**config.mk**
```make
export PLATFORM = sky130hd
export DESIGN_NAME = generational_slot_allocator_top
export DESIGN_NICKNAME = d
export VERILOG_FILES = /design/src/hw/rtl/gsa_pkg.sv /design/src/hw/rtl/gsa_controller.sv /design/src/hw/rtl/gsa_datapath.sv /design/src/hw/rtl/generational_slot_allocator_top.sv
export VERILOG_INCLUDE_DIRS = /design/src /design/src/hw/rtl
export SDC_FILE = /design/constraint.sdc
export NUM_CORES = 2
export LEC_CHECK = 0
export BUFFER_PORTS_ARGS = -buffer_cell sky130_fd_sc_hd__buf_2
export CAP_MARGIN = 20
export CELL_PAD_IN_SITES_DETAIL_PLACEMENT = 0
export CELL_PAD_IN_SITES_GLOBAL_PLACEMENT = 1
export CORE_MARGIN = 2
export CORE_UTILIZATION = 50
export CTS_CLUSTER_DIAMETER = 150
export DETAILED_ROUTE_END_ITERATION = 16
export PLACE_DENSITY_LB_ADDON = 0.15
export SLEW_MARGIN = 5
export SYNTH_ARGS = -nofsm -noshare
export SYNTH_HDL_FRONTEND = slang
export SYNTH_HIERARCHICAL = 1
export SYNTH_SLANG_ARGS = --single-unit
export TNS_END_PERCENT = 1
```
**constraint.sdc**
```tcl
create_clock -name clock -period 14.6 [get_ports clock]
set_input_delay 2.92 -clock clock [delete_from_list [all_inputs] [get_ports clock]]
set_output_delay 2.92 -clock clock [all_outputs]
set_load 0.02 [all_outputs]
```
**src/hw/rtl/assert_macros.svh**
```systemverilog
// assertion macros shared by the slot allocator rtl
// no dependencies; define NO_ASSERTIONS to compile the checks out
`ifndef ASSERT_MACROS_SVH
`define ASSERT_MACROS_SVH
`ifndef NO_ASSERTIONS
// property that must hold at every clock edge outside reset
`define GSA_ASSERT(label, clk, rst, prop) \
   label: assert property (@(posedge clk) disable iff (rst) (prop)) \
      else $error("assertion failed");
// implication checked at every clock edge outside reset
`define GSA_ASSERT_IMPL(label, clk, rst, ante, cons) \
   label: assert property (@(posedge clk) disable iff (rst) (ante) |-> (cons)) \
      else $error("assertion failed");
// implication whose consequent is checked in the cycle after the antecedent
`define GSA_ASSERT_NEXT(label, clk, rst, ante, cons) \
   label: assert property (@(posedge clk) disable iff (rst) (ante) |=> (cons)) \
      else $error("assertion failed");
`else
`define GSA_ASSERT(label, clk, rst, prop)
`define GSA_ASSERT_IMPL(label, clk, rst, ante, cons)
`define GSA_ASSERT_NEXT(label, clk, rst, ante, cons)
`endif
`endif

```
**src/hw/rtl/gsa_pkg.sv**
```systemverilog
// shared constants, codes and control structs of the slot allocator
// no dependencies
`default_nettype none
package gsa_pkg;

   // table geometry, fixed by the 8-bit slot field of a handle
   localparam int SLOTS   = 256;
   localparam int SLOT_W  = 8;
   localparam int CHECK_W = 8;
   localparam int COUNT_W = 9;
   localparam logic [COUNT_W-1:0] SLOT_LIMIT = COUNT_W'(SLOTS);

   // check counter value after reset
   localparam logic [CHECK_W-1:0] RESET_CHECK = 8'd124;

   // command codes
   localparam logic [1:0] CMD_ALLOC    = 2'd0;
   localparam logic [1:0] CMD_FREE     = 2'd1;
   localparam logic [1:0] CMD_VALIDATE = 2'd2;

   // status codes
   localparam logic [1:0] ST_OK   = 2'd0;
   localparam logic [1:0] ST_FULL = 2'd1;
   localparam logic [1:0] ST_BAD  = 2'd2;

   // controller to datapath
   typedef struct packed {
      logic load;     // capture request beat, start memory reads
      logic commit;   // apply update, load result register
   } ctl_cmd_type;

   // datapath to controller
   typedef struct packed {
      logic out_free; // result register can take a new beat this cycle
   } dp_stat_type;

endpackage
`default_nettype wire

```
**src/hw/rtl/gsa_controller.sv**
```systemverilog
// two-state sequencer of the slot allocator: accept, then commit
// depends on gsa_pkg and assert_macros.svh
`default_nettype none
`include "assert_macros.svh"
module gsa_controller (
   input  wire logic                clock,
   input  wire logic                reset,
   input  wire logic                req_valid,
   output logic                     req_ready,
   input  wire gsa_pkg::dp_stat_type stat,
   output gsa_pkg::ctl_cmd_type     ctl
);

   typedef enum logic {
      S_IDLE,
      S_EXEC
   } state_type;

   state_type state_ff;
   logic      ready_ff;

   // command decode
   assign ctl.load   = req_valid && ready_ff;
   assign ctl.commit = (state_ff == S_EXEC) && stat.out_free;
   assign req_ready  = ready_ff;

   // state and registered ready
   always_ff @(posedge clock) begin
      if (reset) begin
         state_ff <= S_IDLE;
         ready_ff <= 1'b1;
      end else begin
         unique case (state_ff)
            S_IDLE: begin
               if (req_valid) begin
                  state_ff <= S_EXEC;
                  ready_ff <= 1'b0;
               end
            end
            S_EXEC: begin
               if (stat.out_free) begin
                  state_ff <= S_IDLE;
                  ready_ff <= 1'b1;
               end
            end
            default: begin
               state_ff <= S_IDLE;
               ready_ff <= 1'b1;
            end
         endcase
      end
   end

   // checks
   `GSA_ASSERT(a_no_load_and_commit, clock, reset, !(ctl.load && ctl.commit))
   `GSA_ASSERT_NEXT(a_load_enters_exec, clock, reset, ctl.load, state_ff == S_EXEC)
   `GSA_ASSERT_IMPL(a_ready_only_idle, clock, reset, ready_ff, state_ff == S_IDLE)

endmodule
`default_nettype wire

```
**src/hw/rtl/gsa_datapath.sv**
```systemverilog
// check store, free stack, counters and result register of the slot allocator
// depends on gsa_pkg and assert_macros.svh
`default_nettype none
`include "assert_macros.svh"
module gsa_datapath (
   input  wire logic                                clock,
   input  wire logic                                reset,
   input  wire gsa_pkg::ctl_cmd_type                ctl,
   output gsa_pkg::dp_stat_type                     stat,
   input  wire logic [1:0]                          req_command,
   input  wire logic [gsa_pkg::SLOT_W-1:0]          req_handle_slot,
   input  wire logic [gsa_pkg::CHECK_W-1:0]         req_handle_check,
   output logic                                     rsp_valid,
   input  wire logic                                rsp_ready,
   output logic [1:0]                               rsp_status,
   output logic [gsa_pkg::SLOT_W-1:0]               rsp_slot_index,
   output logic [gsa_pkg::CHECK_W-1:0]              rsp_slot_check
);

   // memories; unwritten entries and slot 0 may be read but never decide a result
   logic [gsa_pkg::CHECK_W-1:0] check_mem [gsa_pkg::SLOTS];
   logic [gsa_pkg::SLOT_W-1:0]  free_mem  [gsa_pkg::SLOTS];

   // captured request and read data
   logic [1:0]                  command_ff;
   logic [gsa_pkg::SLOT_W-1:0]  slot_ff;
   logic [gsa_pkg::CHECK_W-1:0] check_ff;
   logic [gsa_pkg::CHECK_W-1:0] rd_check_ff;
   logic [gsa_pkg::SLOT_W-1:0]  rd_free_ff;

   // counters
   logic [gsa_pkg::COUNT_W-1:0] free_count_ff, free_count_in;
   logic [gsa_pkg::COUNT_W-1:0] used_count_ff, used_count_in;
   logic [gsa_pkg::CHECK_W-1:0] check_counter_ff, check_counter_in;

   // result register
   logic                        rsp_valid_ff;
   logic [1:0]                  rsp_status_ff, res_status;
   logic [gsa_pkg::SLOT_W-1:0]  rsp_index_ff, res_index;
   logic [gsa_pkg::CHECK_W-1:0] rsp_check_ff, res_check;

   // write ports
   logic                        ck_we;
   logic [gsa_pkg::SLOT_W-1:0]  ck_waddr;
   logic [gsa_pkg::CHECK_W-1:0] ck_wdata;
   logic                        fs_we;

   logic [gsa_pkg::SLOT_W-1:0]  free_top;
   logic [gsa_pkg::SLOT_W-1:0]  alloc_idx;
   logic [gsa_pkg::CHECK_W-1:0] next_check;
   logic                        has_free, has_room, stack_room, handle_ok, alloc_ok;
   logic                        alloc_commit;

   assign free_top = free_count_ff[gsa_pkg::SLOT_W-1:0] - gsa_pkg::SLOT_W'(1);

   // capture request beat and read both memories
   always_ff @(posedge clock) begin
      if (ctl.load) begin
         command_ff  <= req_command;
         slot_ff     <= req_handle_slot;
         check_ff    <= req_handle_check;
         rd_check_ff <= check_mem[req_handle_slot];
         rd_free_ff  <= free_mem[free_top];
      end
   end

   // handle validation and allocation source
   assign has_free   = (free_count_ff != '0);
   assign has_room   = (used_count_ff < gsa_pkg::SLOT_LIMIT);
   assign stack_room = (free_count_ff < gsa_pkg::SLOT_LIMIT);
   assign handle_ok  = (slot_ff != '0) && ({1'b0, slot_ff} < used_count_ff)
                       && (rd_check_ff == check_ff);
   assign next_check = check_counter_ff + gsa_pkg::CHECK_W'(1);

   // command execution
   always_comb begin
      free_count_in    = free_count_ff;
      used_count_in    = used_count_ff;
      check_counter_in = check_counter_ff;
      ck_we            = 1'b0;
      ck_waddr         = slot_ff;
      ck_wdata         = rd_check_ff + gsa_pkg::CHECK_W'(1);
      fs_we            = 1'b0;
      alloc_ok         = 1'b0;
      alloc_idx        = rd_free_ff;
      res_status       = gsa_pkg::ST_BAD;
      res_index        = '0;
      res_check        = '0;
      unique case (command_ff)
         gsa_pkg::CMD_ALLOC: begin
            if (has_free) begin
               alloc_ok      = 1'b1;
               alloc_idx     = rd_free_ff;
               free_count_in = free_count_ff - gsa_pkg::COUNT_W'(1);
            end else if (has_room) begin
               alloc_ok      = 1'b1;
               alloc_idx     = used_count_ff[gsa_pkg::SLOT_W-1:0];
               used_count_in = used_count_ff + gsa_pkg::COUNT_W'(1);
            end
            if (alloc_ok) begin
               check_counter_in = next_check;
               ck_we            = 1'b1;
               ck_waddr         = alloc_idx;
               ck_wdata         = next_check;
               res_status       = gsa_pkg::ST_OK;
               res_index        = alloc_idx;
               res_check        = next_check;
            end else begin
               res_status = gsa_pkg::ST_FULL;
            end
         end
         gsa_pkg::CMD_FREE: begin
            if (handle_ok && stack_room) begin
               ck_we         = 1'b1;
               fs_we         = 1'b1;
               free_count_in = free_count_ff + gsa_pkg::COUNT_W'(1);
               res_status    = gsa_pkg::ST_OK;
            end
         end
         gsa_pkg::CMD_VALIDATE: begin
            if (handle_ok) begin
               res_status = gsa_pkg::ST_OK;
               res_index  = slot_ff;
            end
         end
         default: begin
            res_status = gsa_pkg::ST_BAD;
         end
      endcase
   end

   // memory writes on commit
   always_ff @(posedge clock) begin
      if (ctl.commit && ck_we) begin
         check_mem[ck_waddr] <= ck_wdata;
      end
      if (ctl.commit && fs_we) begin
         free_mem[free_count_ff[gsa_pkg::SLOT_W-1:0]] <= slot_ff;
      end
   end

   // counters
   always_ff @(posedge clock) begin
      if (reset) begin
         free_count_ff    <= '0;
         used_count_ff    <= gsa_pkg::COUNT_W'(1);
         check_counter_ff <= gsa_pkg::RESET_CHECK;
      end else if (ctl.commit) begin
         free_count_ff    <= free_count_in;
         used_count_ff    <= used_count_in;
         check_counter_ff <= check_counter_in;
      end
   end

   // result register, holds the beat until taken
   always_ff @(posedge clock) begin
      if (reset) begin
         rsp_valid_ff <= 1'b0;
      end else if (ctl.commit) begin
         rsp_valid_ff <= 1'b1;
      end else if (rsp_ready) begin
         rsp_valid_ff <= 1'b0;
      end
   end

   always_ff @(posedge clock) begin
      if (ctl.commit) begin
         rsp_status_ff <= res_status;
         rsp_index_ff  <= res_index;
         rsp_check_ff  <= res_check;
      end
   end

   assign stat.out_free  = !rsp_valid_ff || rsp_ready;
   assign rsp_valid      = rsp_valid_ff;
   assign rsp_status     = rsp_status_ff;
   assign rsp_slot_index = rsp_index_ff;
   assign rsp_slot_check = rsp_check_ff;

   // successful allocation being applied this cycle
   assign alloc_commit = ctl.commit && alloc_ok;

   // checks
   `GSA_ASSERT(a_free_count_range, clock, reset, free_count_ff <= gsa_pkg::SLOT_LIMIT)
   `GSA_ASSERT(a_used_count_nonzero, clock, reset, used_count_ff != '0)
   `GSA_ASSERT(a_used_count_range, clock, reset, used_count_ff <= gsa_pkg::SLOT_LIMIT)
   `GSA_ASSERT_NEXT(a_alloc_bump, clock, reset, alloc_commit, check_counter_ff == $past(next_check))

endmodule
`default_nettype wire

```
**src/hw/rtl/generational_slot_allocator_top.sv**
```systemverilog
// Slot allocator: handles of slot index plus check byte, free stack reuse.
// A request beat is accepted in S_IDLE; its result is registered on commit in
// S_EXEC, which waits while a stalled result still holds the result register.
// One request at a time: the check store and free stack are read, then written.
// Reset clears counters and handshake state; the stores are not cleared.
// depends on gsa_pkg, gsa_controller, gsa_datapath
`default_nettype none
module generational_slot_allocator_top (
   input  wire logic                        clock,
   input  wire logic                        reset,
   input  wire logic                        req_valid,
   output logic                             req_ready,
   input  wire logic [1:0]                  req_command,
   input  wire logic [gsa_pkg::SLOT_W-1:0]  req_handle_slot,
   input  wire logic [gsa_pkg::CHECK_W-1:0] req_handle_check,
   output logic                             rsp_valid,
   input  wire logic                        rsp_ready,
   output logic [1:0]                       rsp_status,
   output logic [gsa_pkg::SLOT_W-1:0]       rsp_slot_index,
   output logic [gsa_pkg::CHECK_W-1:0]      rsp_slot_check
);

   gsa_pkg::ctl_cmd_type ctl;
   gsa_pkg::dp_stat_type stat;

   // sequencer
   gsa_controller u_ctrl (
      .clock     (clock),
      .reset     (reset),
      .req_valid (req_valid),
      .req_ready (req_ready),
      .stat      (stat),
      .ctl       (ctl)
   );

   // storage and result path
   gsa_datapath u_dp (
      .clock            (clock),
      .reset            (reset),
      .ctl              (ctl),
      .stat             (stat),
      .req_command      (req_command),
      .req_handle_slot  (req_handle_slot),
      .req_handle_check (req_handle_check),
      .rsp_valid        (rsp_valid),
      .rsp_ready        (rsp_ready),
      .rsp_status       (rsp_status),
      .rsp_slot_index   (rsp_slot_index),
      .rsp_slot_check   (rsp_slot_check)
   );

endmodule
`default_nettype wire
```
==> out/metrics.cfg <==
[hold_path]
min_path_cells=2
hold_path.class=flop to flop

[die]
fp.dieW_um=573
start_util_pct=50.3
die-area_um2=328000
die_h_um=573
core_um2=321000
num_rows=208
io_pins=42

[sta]
fin_crit_ns=6.62
rsz0062_at_grt=false
fin_crit_sh_pct=45.3
worstMarginPinSlew_ns=1.24
slew_headroom_pct=17.6
setup_tns_ns=0
hold_viol_final=0
slew_violations=0
skew_ns=0.0401
setup_viol=0
max_freq_mhz=151

[synthesis]
synth_area_per_cell_um2=23.2
synthTopCellsByArea=edfxtp_1 (77%), mux4_2 (18%), nor2_1 (1.3%)
synth_flop_cell=edfxtp_1
synth-async-reset-ratio_pct=0
syn_area_um2=162000
yosys.area.top_type=edfxtp_1
ys_ff_latch=4177
syn_inst=6970
synthesis.nets=7015
synth_cell_type_count=61
yosysWarnings=6
synth_top_area_share_pct=77.0
seq_area_frac_synth_pct=77.4
synth_edf_count=4148

[detailed_routing]
via_per_inst=6.19
wl_um=384000
drtPass1Iterations=5
drt-initial-drc-count=7783
avgRoutedWirePerCell_um=32.5
antenna_left=0
vias=73100
drcViolationCount=0

[setup_path]
crit_fanout=85
crit_type=input port to flop
end_kind=flop
cp-start-kind=input port
ff2ff_path_depth=10
arrival_ns=7.31
required_ns=15.28

[placement]
placed_area_um2=167000
dpl.cell_count=11000
gp_congestion=0.797
portBuffers=41
dpl.hpwl_um=222000

[grt]
grt_max_degree=221
grt_pass1_vias=75000
track_usage_pct=23.4
antenna_found_initial=7
grt_pass1_wl_um=554000
grt_overflow=0

[layout]
fill_cells=23500
final_layout_size_suffix_gt1_share_pct=27.6
final_util_pct=56.2
layout-area-overhead-vs-synth_pct=11.6
stdcell_count=11800
multi_input_area_um2=35000
final_area_um2=180000
final_nets=7213
regArea_um2=125000

[clocking]
htree_levels=5
cts_tree=built
cts_repair_resize_count=0
cts.sinks=4177
post_cts_buffers=0
clockBufferDepth=4
cts-buffers-inserted=418
clk_latency_ns=0.95
holdBufCountCts=0
path_clk_slew_ns=0.06
cts_root_buf=clkbuf_16

[run_status]
outcome=completed

[pwr]
power_density_nw_per_um2=142
p_leak_nw=54.3
ir_drop_uv=112

[flow_run]
maxCapViolations=0

[cells in the mapped netlist, drive strengths merged, types with 3 or more instances]
library cell  instances
edfxtp             4148
mux4               1280
nor2                573
clkbuf              205
buf                 195
nand2                91
a22oi                74
mux2i                74
dfxtp                29
xnor2                28
a21oi                23
ha                   22
nand3                21
a21o                 19
xor2                 19
a22o                 17
a221oi               16
inv                  16
nor3                 14
o21ai                13
nand2b               10
and4                  8
o221ai                8
nand4                 6
nor2b                 5
nor3b                 5
nor4                  5
or3                   5
or3b                  5
and3                  4
nand3b                4
o21a                  4
or2                   3
[placed cells by master, fill, tap and decap left out, drive strengths merged, types with 6 or more instances in the layout]
cell type / n
edfxtp: 4148
mux4: 1280
nor2: 573
clkbuf: 523
buf: 178
clkinv: 176
nand2: 91
a22oi: 74
mux2i: 74
bufinv: 36
dfxtp: 29
xnor2: 28
inv: 28
a21oi: 23
ha: 22
nand3: 21
xor2: 19
a21o: 19
a22o: 17
a221oi: 16
nor3: 14
clkinvlp: 13
o21ai: 13
nand2b: 10
o221ai: 8
and4: 8
nand4: 6
[metrics by stage]
stage | hold WS (ns) | power (mW) | worst slack, ns
CTS | 0.493 | 25.8 | 7.89
finish | 0.490 | 25.6 | 7.98
global route | 0.532 | 26.3 | 7.67
detailed placement | 0.486 | 15.4 | 6.84
floorplan | 0.461 | 14.8 | 2.83
global placement | 0.479 | 15.4 | 6.73
[cell families after synthesis]
group | synth area share, %
AO/OA/AOI/OAI | 0.864
buffers and inverters | 1.08
XOR/XNOR | 0.255
adder cells (fa/ha/maj) | 0.183
multiplexers | 18.3
flip-flops | 77.4
AND/OR/NAND/NOR | 1.97
[worst max-delay path, cell delays in order]
cell     delay (ns)
buf_8          0.64
buf_12         0.55
buf_12         0.52
mux4_2         0.60
mux4_2         0.50
mux2i_1        0.52
a22oi_1        0.25
and4_1         0.29
[registers in the layout, indices dropped and copies added, names as in the netlist, 9 cells and up]
| name | flops |
|---|---|
| u_dp/free_count_ff | 9 |
| u_dp/used_count_ff | 9 |
| u_dp/free_mem | 2048 |
| u_dp/check_mem | 2048 |
[final timing paths]
path | startpoint | to | slack [ns]
worst max register to register | u_dp/free_count_ff[0]$_SDFFE_PP0P_ | u_dp/check_mem[67][0]$_DFFE_PP_ | 8.51
worst max-delay path | req_handle_slot[0] | u_dp/rd_check_ff[0]$_DFFE_PP_ | 7.98
worst min register to register | u_dp/rsp_valid$_SDFFE_PP0P_ | u_dp/rsp_valid$_SDFFE_PP0P_ | 0.49
worst min-delay path | u_dp/rsp_valid$_SDFFE_PP0P_ | u_dp/rsp_valid$_SDFFE_PP0P_ | 0.49
[report_power, final]
part           internal [mW]  total, mW  leakage (nW)  switching (mW)
combinational          0.565       1.69          10.3            1.13
clock                   5.98       10.4          6.41            4.42
sequential              13.4       13.5          37.5          0.0274
total                   20.0       25.6          54.3            5.57
[routing by layer]
| layer | GRT usage (%) | vias to the layer above | part of all wire [%] |
|---|---|---|---|
| met1 | 32.6 | 40000 | 40 |
| met3 | 2.90 | 530 | 5.9 |
| met4 | 7.11 | 0 | 3.1 |
| li1 | - | 30100 | - |
| met5 | 0 | - | 0 |
| met2 | 39.0 | 2460 | 51 |
[layout make-up]
| type | count | share of cell area (%) |
|---|---|---|
| sequential | 4177 | 69.3 |
| multi-input combinational | 2377 | 19.4 |
| clock buffer | 523 | 6.12 |
| tap | 4305 | 2.98 |
| clock inverter | 237 | 1.18 |
| timing repair buffer | 178 | 0.930 |
| inverter | 16 | 0.0333 |
| antenna | 2 | 0.00277 |
No activity file was read; power rests on OpenSTA's default activity.
